## src/rtl/pct_pkg.sv

```systemverilog
// Shared types, constants and helpers for the pomodoro countdown timer.
package pct_pkg;

	localparam int unsigned MS_PER_MIN = 60000;

	localparam logic [6:0] WORK_MAX    = 7'd90;
	localparam logic [6:0] WORK_MIN    = 7'd1;
	localparam logic [6:0] WORK_RESET  = 7'd25;
	localparam logic [6:0] BREAK_RESET = 7'd5;
	localparam logic [7:0] CYCLE_MAX   = 8'd255;

	// event codes carried in the kind field
	typedef enum logic [2:0] {
		KIND_TICK  = 3'd0,
		KIND_START = 3'd1,
		KIND_RESET = 3'd2,
		KIND_UP    = 3'd3,
		KIND_DOWN  = 3'd4
	} kind_t;

	typedef enum logic [1:0] {
		MODE_STOPPED = 2'd0,
		MODE_RUNNING = 2'd1,
		MODE_PAUSED  = 2'd2
	} run_mode_t;

	// timer state, also the bulk of each result
	typedef struct packed {
		run_mode_t   mode;
		logic [22:0] time_left;
		logic [31:0] last_stamp;
		logic        break_active;
		logic [7:0]  cycles;
		logic [6:0]  work_len;
	} pct_state_t;

	// minutes to milliseconds; 127 minutes still fits in 23 bits
	function automatic logic [22:0] min_to_ms(input logic [6:0] m);
		logic [22:0] r;
		r = 23'(m) * 23'(MS_PER_MIN);
		return r;
	endfunction

	localparam pct_state_t STATE_RESET = '{
		mode:         MODE_STOPPED,
		time_left:    23'(25 * MS_PER_MIN),
		last_stamp:   32'd0,
		break_active: 1'b0,
		cycles:       8'd0,
		work_len:     WORK_RESET
	};

endpackage

```

## src/rtl/pct_if.sv

```systemverilog
// Valid/ready channel interfaces for timer events and timer results.

interface pct_in_if;
	logic        valid;
	logic        ready;
	logic [2:0]  kind;
	logic [31:0] now;

	modport source (output valid, output kind, output now, input ready);
	modport sink   (input valid, input kind, input now, output ready);
endinterface

interface pct_out_if;
	logic        valid;
	logic        ready;
	logic [22:0] ms_left;
	logic [1:0]  run_state;
	logic        on_break;
	logic [7:0]  completed_cycles;
	logic [6:0]  work_minutes;
	logic        phase_changed;

	modport source (output valid, output ms_left, output run_state, output on_break,
		output completed_cycles, output work_minutes, output phase_changed, input ready);
	modport sink   (input valid, input ms_left, input run_state, input on_break,
		input completed_cycles, input work_minutes, input phase_changed, output ready);
endinterface

```

## src/rtl/pct_next.sv

```systemverilog
// Next-state logic: applies one event to the current timer state.
module pct_next (
	input  pct_pkg::pct_state_t cur,
	input  logic [2:0]          kind,
	input  logic [31:0]         now,
	input  logic [6:0]          break_minutes,
	output pct_pkg::pct_state_t nxt,
	output logic                flipped
);

	logic [31:0] dt;
	logic [6:0]  sel_min;
	logic        load;

	always_comb begin
		nxt     = cur;
		flipped = 1'b0;
		sel_min = cur.work_len;
		load    = 1'b0;
		dt      = now - cur.last_stamp;

		case (pct_pkg::kind_t'(kind))
			pct_pkg::KIND_TICK: begin
				// count down by the time since the last stamp
				if (cur.mode == pct_pkg::MODE_RUNNING) begin
					nxt.last_stamp = now;
					if (dt >= {9'd0, cur.time_left}) begin
						nxt.time_left = 23'd0;
						nxt.mode      = pct_pkg::MODE_STOPPED;
					end else begin
						nxt.time_left = cur.time_left - dt[22:0];
					end
				end
				// phase expired: flip and restart
				if (nxt.mode == pct_pkg::MODE_STOPPED && nxt.time_left == 23'd0) begin
					flipped          = 1'b1;
					nxt.break_active = ~cur.break_active;
					if (cur.break_active && cur.cycles < pct_pkg::CYCLE_MAX) begin
						nxt.cycles = cur.cycles + 8'd1;
					end
					sel_min        = cur.break_active ? cur.work_len : break_minutes;
					load           = 1'b1;
					nxt.mode       = pct_pkg::MODE_RUNNING;
					nxt.last_stamp = now;
				end
			end
			pct_pkg::KIND_START: begin
				if (cur.mode == pct_pkg::MODE_STOPPED) begin
					nxt.break_active = 1'b0;
					load             = 1'b1;
				end
				if (cur.mode == pct_pkg::MODE_RUNNING) begin
					nxt.mode = pct_pkg::MODE_PAUSED;
				end else begin
					nxt.mode       = pct_pkg::MODE_RUNNING;
					nxt.last_stamp = now;
				end
			end
			pct_pkg::KIND_RESET: begin
				nxt.mode         = pct_pkg::MODE_STOPPED;
				nxt.break_active = 1'b0;
				nxt.cycles       = 8'd0;
				load             = 1'b1;
			end
			pct_pkg::KIND_UP: begin
				if (cur.mode != pct_pkg::MODE_RUNNING && cur.work_len < pct_pkg::WORK_MAX) begin
					nxt.work_len = cur.work_len + 7'd1;
					sel_min      = nxt.work_len;
					load         = 1'b1;
				end
			end
			pct_pkg::KIND_DOWN: begin
				if (cur.mode != pct_pkg::MODE_RUNNING && cur.work_len > pct_pkg::WORK_MIN) begin
					nxt.work_len = cur.work_len - 7'd1;
					sel_min      = nxt.work_len;
					load         = 1'b1;
				end
			end
			default: begin
				// unknown event: state unchanged
			end
		endcase

		// one shared minutes-to-ms multiply for every reload
		if (load) begin
			nxt.time_left = pct_pkg::min_to_ms(sel_min);
		end
	end

endmodule

```

## src/rtl/pomodoro_countdown_timer_core.sv

```systemverilog
// Pomodoro countdown timer core: one result per event transfer.
// Each event passes through the input register and then the result register before its result is valid.
// Throughput: one event per cycle; a stalled output holds back the input stage.
// The next-state logic (the elapsed-time subtracts and compare, and one constant multiply) sets the cycle time.
// Reset: arst_n clears the timer to stopped, 25 work minutes, 5 break minutes, no cycles.
module pomodoro_countdown_timer_core (
	input  logic       clk,
	input  logic       arst_n,
	input  logic       cfg_wr_en,
	input  logic [6:0] cfg_wr_data,
	pct_in_if.sink     in_ch,
	pct_out_if.source  out_ch
);

	logic                valid_s1;
	logic [2:0]          kind_s1;
	logic [31:0]         now_s1;
	logic [6:0]          break_min_q;
	pct_pkg::pct_state_t state_q;
	pct_pkg::pct_state_t state_nxt;
	logic                flipped;
	logic                out_valid_q;
	pct_pkg::pct_state_t res_q;
	logic                res_flip_q;
	logic                advance;

	// result register free or being drained this cycle
	assign advance     = !out_valid_q || out_ch.ready;
	assign in_ch.ready = !valid_s1 || advance;

	pct_next u_next (
		.cur           (state_q),
		.kind          (kind_s1),
		.now           (now_s1),
		.break_minutes (break_min_q),
		.nxt           (state_nxt),
		.flipped       (flipped)
	);

	// break length register
	always_ff @(posedge clk or negedge arst_n) begin
		if (!arst_n) begin
			break_min_q <= pct_pkg::BREAK_RESET;
		end else if (cfg_wr_en) begin
			break_min_q <= cfg_wr_data;
		end
	end

	// control: stage valids and timer state
	always_ff @(posedge clk or negedge arst_n) begin
		if (!arst_n) begin
			valid_s1    <= 1'b0;
			out_valid_q <= 1'b0;
			state_q     <= pct_pkg::STATE_RESET;
		end else begin
			if (in_ch.ready) begin
				valid_s1 <= in_ch.valid;
			end
			if (advance) begin
				out_valid_q <= valid_s1;
			end
			if (valid_s1 && advance) begin
				state_q <= state_nxt;
			end
		end
	end

	// input payload register
	always_ff @(posedge clk) begin
		if (in_ch.valid && in_ch.ready) begin
			kind_s1 <= in_ch.kind;
			now_s1  <= in_ch.now;
		end
	end

	// result payload register
	always_ff @(posedge clk) begin
		if (valid_s1 && advance) begin
			res_q      <= state_nxt;
			res_flip_q <= flipped;
		end
	end

	assign out_ch.valid            = out_valid_q;
	assign out_ch.ms_left          = res_q.time_left;
	assign out_ch.run_state        = res_q.mode;
	assign out_ch.on_break         = res_q.break_active;
	assign out_ch.completed_cycles = res_q.cycles;
	assign out_ch.work_minutes     = res_q.work_len;
	assign out_ch.phase_changed    = res_flip_q;

endmodule
```

## src/flat_wrapper.sv

```systemverilog
// flat-port wrapper written by rule: the top's interface ports become plain ports
module pomodoro_countdown_timer_core_flat 
  (clk, arst_n, cfg_wr_en, cfg_wr_data, in_ch_valid, in_ch_kind, in_ch_now, in_ch_ready, out_ch_valid, out_ch_ms_left, out_ch_run_state, out_ch_on_break, out_ch_completed_cycles, out_ch_work_minutes, out_ch_phase_changed, out_ch_ready);
  pct_in_if in_ch_i ();
  pct_out_if out_ch_i ();
  input  logic clk;
  input  logic arst_n;
  input  logic cfg_wr_en;
  input  logic [6:0] cfg_wr_data;
  input wire logic [$bits(in_ch_i.valid)-1:0] in_ch_valid;
  input wire logic [$bits(in_ch_i.kind)-1:0] in_ch_kind;
  input wire logic [$bits(in_ch_i.now)-1:0] in_ch_now;
  output wire logic [$bits(in_ch_i.ready)-1:0] in_ch_ready;
  output wire logic [$bits(out_ch_i.valid)-1:0] out_ch_valid;
  output wire logic [$bits(out_ch_i.ms_left)-1:0] out_ch_ms_left;
  output wire logic [$bits(out_ch_i.run_state)-1:0] out_ch_run_state;
  output wire logic [$bits(out_ch_i.on_break)-1:0] out_ch_on_break;
  output wire logic [$bits(out_ch_i.completed_cycles)-1:0] out_ch_completed_cycles;
  output wire logic [$bits(out_ch_i.work_minutes)-1:0] out_ch_work_minutes;
  output wire logic [$bits(out_ch_i.phase_changed)-1:0] out_ch_phase_changed;
  input wire logic [$bits(out_ch_i.ready)-1:0] out_ch_ready;
  assign in_ch_i.valid = in_ch_valid;
  assign in_ch_i.kind = in_ch_kind;
  assign in_ch_i.now = in_ch_now;
  assign in_ch_ready = in_ch_i.ready;
  assign out_ch_valid = out_ch_i.valid;
  assign out_ch_ms_left = out_ch_i.ms_left;
  assign out_ch_run_state = out_ch_i.run_state;
  assign out_ch_on_break = out_ch_i.on_break;
  assign out_ch_completed_cycles = out_ch_i.completed_cycles;
  assign out_ch_work_minutes = out_ch_i.work_minutes;
  assign out_ch_phase_changed = out_ch_i.phase_changed;
  assign out_ch_i.ready = out_ch_ready;
  pomodoro_countdown_timer_core u_core (.clk(clk), .arst_n(arst_n), .cfg_wr_en(cfg_wr_en), .cfg_wr_data(cfg_wr_data), .in_ch(in_ch_i), .out_ch(out_ch_i));
endmodule
```

## config.mk

```make
export PLATFORM = sky130hd
export DESIGN_NAME = pomodoro_countdown_timer_core_flat
export DESIGN_NICKNAME = d
export VERILOG_FILES = /design/src/rtl/pct_pkg.sv /design/src/rtl/pct_if.sv /design/src/rtl/pct_next.sv /design/src/rtl/pomodoro_countdown_timer_core.sv /design/src/flat_wrapper.sv
export SDC_FILE = /design/constraint.sdc
export NUM_CORES = 1
export LEC_CHECK = 0
export ABC_AREA = 1
export BUFFER_PORTS_ARGS = -buffer_cell sky130_fd_sc_hd__buf_2
export CAP_MARGIN = 20
export CORE_ASPECT_RATIO = 0.8
export CORE_MARGIN = 2
export CORE_UTILIZATION = 58
export CTS_CLUSTER_SIZE = 16
export DETAILED_ROUTE_END_ITERATION = 8
export HOLD_SLACK_MARGIN = 0.05
export PLACE_DENSITY = 0.76
export RECOVER_POWER = 25
export SYNTH_ARGS = -nofsm -noshare
export SYNTH_HDL_FRONTEND = slang
export SYNTH_SLANG_ARGS = --single-unit
```

## constraint.sdc

```tcl
create_clock -name clk -period 9.15 [get_ports clk]
set_input_delay 0.915 -clock clk [delete_from_list [all_inputs] [get_ports clk]]
set_output_delay 0.915 -clock clk [all_outputs]
set_load 0.1 [all_outputs]
```

==> key figures, run 1 <==
Detailed routing
  • Final antenna-violating net count: 0
  • Via Count: about 12,000
  • Via/cell ratio: ~5.4
  • Routed len/inst: ~16 um
  • Total Routed Length: approximately 35,000 um
  • DRC errors left: 0
  • Initial detailed-routing violation count: 1,051
  • DRT Pass-1 Iters: 5

Timing
  • Final count of negative-setup-slack endpoints: 0
  • Worst setup slack after layout: approximately 0.5 ns
  • Min cycle time layout: approximately 8.6 ns
  • Worst Max-Slew Pin Slew: ~2.8 ns
  • Slew Limit Fails: 85
  • Top achievable clock speed: roughly 120 MHz
  • Number of hold violations in the final report: 0
  • Normalized max-slew margin: -85.34%
  • Sum Neg Setup Slack: 0 ns
  • Setup skew after layout: roughly 0.015 ns
  • Share of the clock period used by the worst path: 94.40%
  • Worst hold margin: ~0.50 ns

Clocking
  • Inserted Clock Buffers: 17
  • CTS Root Cell: sky130_fd_sc_hd__clkbuf_16
  • CTS tree: done
  • TritonCTS sink count: between 150 and 200
  • Clock Tree Buf Depth: 2
  • Register clock-pin slew on the reported worst setup and hold paths: 0.07 ns
  • H-tree depth reported by CTS: 4
  • Clock latency of the later-clocked register in the worst-skew pair: 0.46 ns

Yosys
  • Leading cell types by total area after synthesis: sky130_fd_sc_hd__edfxtp_1, sky130_fd_sc_hd__nand2_1, sky130_fd_sc_hd__dfrtp_1
  • Primary flip-flop cell chosen by synthesis mapping: sky130_fd_sc_hd__edfxtp_1
  • Post-synthesis async set-or-reset flop share: a little over 50%
  • Per-instance average area after synthesis: approximately 7.5 um2
  • Share of the yosys chip area belonging to registers: about 32%
  • Yosys warns: 0
  • Post-synth EDFFs: between 70 and 80
  • Dominant cell type by area after synthesis: sky130_fd_sc_hd__edfxtp_1
  • Register bit count reported by yosys: ~160
  • Most frequent cell after synthesis: sky130_fd_sc_hd__nand2_1
  • Summed instance area of the synthesized netlist: ~0.014 mm2
  • Post-synthesis net count: ~2,000
  • Count of mapped cells out of synthesis: approximately 1,800
  • Leading cell types by count after synthesis: sky130_fd_sc_hd__nand2_1, sky130_fd_sc_hd__inv_1, sky130_fd_sc_hd__ha_1, sky130_fd_sc_hd__nor2_1, sky130_fd_sc_hd__a21oi_1
  • Fraction of post-synthesis cell area in the top cell type by area: approximately 17%
  • Cell variety after synth: 52

GRT
  • Vias in the first global route: roughly 11,000
  • Number of antenna violations at the first check in global routing: 1
  • Global Route Usage Sum: between 20% and 30%
  • Wire length of the first global-routing pass: about 57,000 um
  • Remaining global-route overflow: 0
  • Pin count of the biggest net entering global routing: 82

Critical path
  • Worst setup EP type: register
  • Worst Path Class, Setup: register to register
  • Required time of the worst setup path: ~9.5 ns
  • Startpoint Class: register
  • Critical path's most frequent cell: sky130_fd_sc_hd__nand2_1
  • Peak per-stage delay on the critical path: around 0.5 ns
  • CP max-delay cell: sky130_fd_sc_hd__fa_1
  • Beginning of the worst register-to-register path: u_core.now_s1[3]
  • Worst endpoint data arrival time: just under 9 ns
  • Total buffers and inverters traversed by the critical path: 3
  • Crit path from: u_core.now_s1[3]
  • Peak fanout along the critical path: 13
  • Top delay family on crit path: compound AO/OA/AOI/OAI gates

Finish
  • Fraction of layout cells with a size suffix above 1: 16.78%
  • Layout area overhead: 11.20%
  • Count of nets after finishing: approximately 2,100
  • Final non-filler cell total: 2,213
  • Antenna diodes: 0

Placement
  • Estimated wirelength of the detail-placed design: about 27,000 um
  • RD Place Congestion: roughly 1.0
  • Instance count after placement with tap cells included: roughly 2,200
  • Count of input and output buffers: 90
  • Pre-CTS setup slack: 0.01919 ns

Die
  • Number of rows in the core area: 50
  • Die outline height: around 140 um
  • Boundary pin count: 91
  • Width of the die: about 180 um
  • Effective utilization at floorplan: a little under 60%
  • Die outline area: 0.02471 mm2
  • Core outline area: around 0.023 mm2

Outcome
  • Result of the run: finished with violations
  • Failing checks: max-capacitance violations, max-slew violations

Run
  • MaxCap Viol Count: 2

Min path
  • Critical hold path startpoint: u_core.state_q[16]
  • Class of the tightest hold or removal check: register to register
through the flow:
step / cell area [um2] / util, %
after floorplan: 13610 / -
after global placement: 14260 / 61.46
after detailed placement: 14280 / 61.54
after CTS: 14940 / 64.36
after global routing: 15130 / 65.20
final: 15130 / 65.20
timing repair:
action,in CTS,in global routing
resized for setup,2,36
gates cloned,0,1
setup buffers,0,7
hold buffers,0,0
pin swaps,0,11
endpoints found under the setup margin,1,15
per-layer routing:
| layer | up-vias | wire (um) | track usage [%] |
|---|---|---|---|
| met2 | 413 | 14380 | 40.94 |
| li1 | 6007 | - | - |
| met3 | 33 | 2659 | 5.043 |
| met5 | - | 13 | 0 |
| met1 | 5576 | 17570 | 45.65 |
| met4 | 2 | 454 | 6.623 |
logic make-up (layout without fill, tap and decap cells):
kind of cell / count (synthesis) / count (layout) / synth area share, %
adder cells (fa/ha/maj): 146 / 146 / 14.42
AND/OR/NAND/NOR: 777 / 778 / 25.29
buffers and inverters: 351 / 448 / 10.44
AO/OA/AOI/OAI: 317 / 317 / 14.22
XOR/XNOR: 53 / 53 / 3.411
flip-flops: 159 / 159 / 32.21
layout by cell type (no fill, tap or decap), types with 38 or more instances in the layout:
cell	count
sky130_fd_sc_hd__nand3_1	72
sky130_fd_sc_hd__nand3_2	41
sky130_fd_sc_hd__edfxtp_1	77
sky130_fd_sc_hd__buf_2	88
sky130_fd_sc_hd__ha_1	121
sky130_fd_sc_hd__xor2_1	38
sky130_fd_sc_hd__nor2_1	125
sky130_fd_sc_hd__a21oi_1	98
sky130_fd_sc_hd__o21ai_0	78
sky130_fd_sc_hd__inv_1	293
sky130_fd_sc_hd__o21ai_2	53
sky130_fd_sc_hd__dfrtp_1	67
sky130_fd_sc_hd__nand2_1	473
tightest hold or removal path: stages, from the launching register on:
cell and delay [ns]:
sky130_fd_sc_hd__dfrtp_1 0.35, sky130_fd_sc_hd__nand2_1 0.05, sky130_fd_sc_hd__o21ai_0 0.06
worst paths after layout:
path	endpoint	slack [ns]	cells after the start
max in group asynchronous	u_core.state_q[16]	4.38	2
max	u_core.state_q[70]	0.51	48
min reg2reg	u_core.state_q[16]	0.50	2
min in group asynchronous	u_core.state_q[2]	1.21	1
min	u_core.state_q[16]	0.50	2
max reg2reg	u_core.state_q[70]	0.51	48
final cells by class:
| type | count | area (um2) |
|---|---|---|
| sequential | 159 | 4383 |
| timing repair buffer | 104 | 561.8 |
| fill | 2093 | 8078 |
| clock buffer | 17 | 425.4 |
| inverter | 312 | 1184 |
| tap | 312 | 390.4 |
| clock inverter | 15 | 219.0 |
| multi-input combinational | 1294 | 7969 |
registers in the layout (all words and copies together), names as in the netlist:
name,flops
u_core.out_ch.phase_changed,1
u_core.kind_s1,3
u_core.out_ch.valid,1
u_core.state_q,73
u_core.out_ch.ms_left,23
u_core.out_ch.work_minutes,7
u_core.out_ch.on_break,1
u_core.valid_s1,1
u_core.now_s1,32
u_core.out_ch.completed_cycles,8
u_core.out_ch.run_state,2
u_core.break_min_q,7
Power of run 1 is not shown: default switching activity piles up to over one toggle a cycle in this logic, so the estimate is an artifact.
==> run 2, diff against run 1 <==
- GPL_TIMING_DRIVEN: unset -> 0
- PLACE_DENSITY: 0.76 -> unset
- PLACE_DENSITY_LB_ADDON: unset -> 0.08
==> key figures, run 2 (synthesis gave the netlist of run 1 again) <==
Die
  • Number of rows in the core area: 50 (unchanged)
  • Die outline area: 0.02471 mm2 (unchanged)
  • Effective utilization at floorplan: 58.63% (unchanged)
  • Boundary pin count: 91 (unchanged)
  • Die outline height: 141 um (unchanged)
  • Width of the die: 175.3 um (unchanged)
  • Core outline area: 0.02321 mm2 (unchanged)

Timing
  • Normalized max-slew margin: -105.4% (-20 points)
  • Number of hold violations in the final report: 0 (unchanged)
  • Sum Neg Setup Slack: 0 ns (unchanged)
  • Slew Limit Fails: 85 (unchanged)
  • Worst hold margin: 0.5056 ns (+0.004067 ns)
  • Min cycle time layout: 8.749 ns (+0.1115 ns)
  • Top achievable clock speed: 114.3 MHz (-1.3%)
  • Setup skew after layout: 0.01644 ns (+0.001808 ns)
  • Worst Max-Slew Pin Slew: 3.081 ns (+0.3010 ns)
  • Share of the clock period used by the worst path: 95.62% (+1.2 points)
  • Final count of negative-setup-slack endpoints: 0 (unchanged)

Clocking
  • Clock latency of the later-clocked register in the worst-skew pair: 0.45 ns (about the same)
  • CTS tree: done
  • Clock Tree Buf Depth: 2 (unchanged)
  • TritonCTS sink count: 159 (unchanged)
  • Inserted Clock Buffers: 17 (unchanged)
  • Register clock-pin slew on the reported worst setup and hold paths: 0.07 ns (about the same)
  • Hold-fix buffer count after cts: 0 (unchanged)
  • H-tree depth reported by CTS: 4 (unchanged)
  • CTS Root Cell: sky130_fd_sc_hd__clkbuf_16

Placement
  • RD Place Congestion: 0.9190 (-9.1%)
  • Estimated wirelength of the detail-placed design: 29,330 um (+10%)
  • Count of input and output buffers: 90 (unchanged)
  • Instance count after placement with tap cells included: 2,206 (+1.5%)

Detailed routing
  • Routed len/inst: 16.90 um (+6.6%)
  • Total Routed Length: 38,200 um (+8.9%)
  • DRC errors left: 0 (unchanged)
  • Initial detailed-routing violation count: 1,150 (+9.4%)
  • Via Count: 12,450 (+3.4%)
  • Final antenna-violating net count: 0 (unchanged)
  • DRT Pass-1 Iters: 5 (unchanged)
  • Via/cell ratio: 5.507 (+1.3%)

Finish
  • Layout area overhead: 13.83%
  • Flip-flop count of the largest register, all copies and words added: 73 (unchanged)
  • Register bank with the most flops: u_core.state_q
  • FILL cells: 2,054 (-1.9%)
  • Antenna diodes: 0 (unchanged)
  • Final non-filler cell total: 2,260 (+2.1%)
  • Count of nets after finishing: 2,128 (+2.3%)
  • Combined area of the multi-input logic cells: 0.008083 mm2 (+1.4%)
  • Highest-count cells in the layout ignoring fill and taps: sky130_fd_sc_hd__nand2_1, sky130_fd_sc_hd__inv_1, sky130_fd_sc_hd__nor2_1
  • Utilization after layout: 66.74% (+1.5 points)
  • Fraction of layout cells with a size suffix above 1: 18.38% (+1.6 points)
  • Most common cell after layout, fill and taps aside: sky130_fd_sc_hd__nand2_1
  • Register cell area after layout: 0.004383 mm2 (unchanged)

Critical path
  • Worst Path Class, Setup: register to register
  • Startpoint Class: register
  • Critical path's most frequent cell: sky130_fd_sc_hd__nand2_1
  • CP max-delay cell: sky130_fd_sc_hd__fa_1
  • Peak per-stage delay on the critical path: 0.56 ns (+0.05 ns)
  • Required time of the worst setup path: 9.51 ns (+0.05 ns)
  • Worst setup EP type: register
  • Peak fanout along the critical path: 9 (-4)
  • Worst endpoint data arrival time: 9.11 ns (+0.16 ns)

GRT
  • Pin count of the biggest net entering global routing: 52 (-37%)
  • Number of antenna violations at the first check in global routing: 0 (-1)
  • Wire length of the first global-routing pass: 59,580 um (+4.6%)
  • Global Route Usage Sum: 30.89% (+1.9 points)
  • Remaining global-route overflow: 0 (unchanged)
  • Vias in the first global route: 11,210 (+1.8%)

Min path
  • Class of the tightest hold or removal check: register to register

Outcome
  • Failing checks: max-capacitance violations, max-slew violations
  • Result of the run: finished with violations

Run
  • MaxCap Viol Count: 2 (unchanged)
run 2: repair_timing:
item | 4_1_cts | 5_1_grt
pin swaps | 0 | 17
setup endpoints to repair | 4 | 11
resized for setup | 6 | 51
buffers inserted | 0 | 21
run 2: per-stage QoR:
| step | setup slack, ns | area (um2) |
|---|---|---|
| finish | 0.4005 | 15490 |
| global route | -0.1317 | 15490 |
| CTS | 0.04072 | 15080 |
| detailed placement | -0.2435 | 14480 |
| global placement | -0.1426 | 14450 |
| floorplan | 1.617 | 13610 |
run 2: worst paths after layout:
check                           depth (start not counted)                  start  slack [ns]                     to
worst max-delay path                                   49       u_core.now_s1[0]        0.40     u_core.state_q[70]
worst min-delay path                                    2  u_core.break_min_q[0]        0.51  u_core.break_min_q[0]
worst max register to register                         49       u_core.now_s1[0]        0.40     u_core.state_q[70]
worst min register to register                          2  u_core.break_min_q[0]        0.51  u_core.break_min_q[0]
max in group asynchronous                               2                 arst_n        4.33     u_core.state_q[25]
min in group asynchronous                               1                 arst_n        1.05      u_core.state_q[2]
run 2: layout make-up:
class                   instances  area share (%)
plain buffers                  39           1.599
clock buffers                  18           2.771
repair buffers                113           4.063
inverters                     312           7.617
clock inverters                14          0.9532
flip-flops and latches        159           28.30
well taps                     312           2.520
multi-input cells            1293           52.18
run 2: routing by layer:
metal,wire [um],GRT usage (%),vias to the layer above
met5,0,0,-
met4,293,5.000,0
met3,3372,6.365,24
met2,15760,43.89,507
met1,18770,48.69,5819
li1,-,-,6095
run 2: worst max-delay path: cells and delay by family, from the launching register on:
kind,cells,cell delay (ns)
buf+inv,5,0.52
flops,1,0.41
fa+ha+maj,8,2.58
simple gates,21,2.17
compound gates,13,2.33
xor+xnor,2,0.62
Power of run 2 is left out for the same reason.
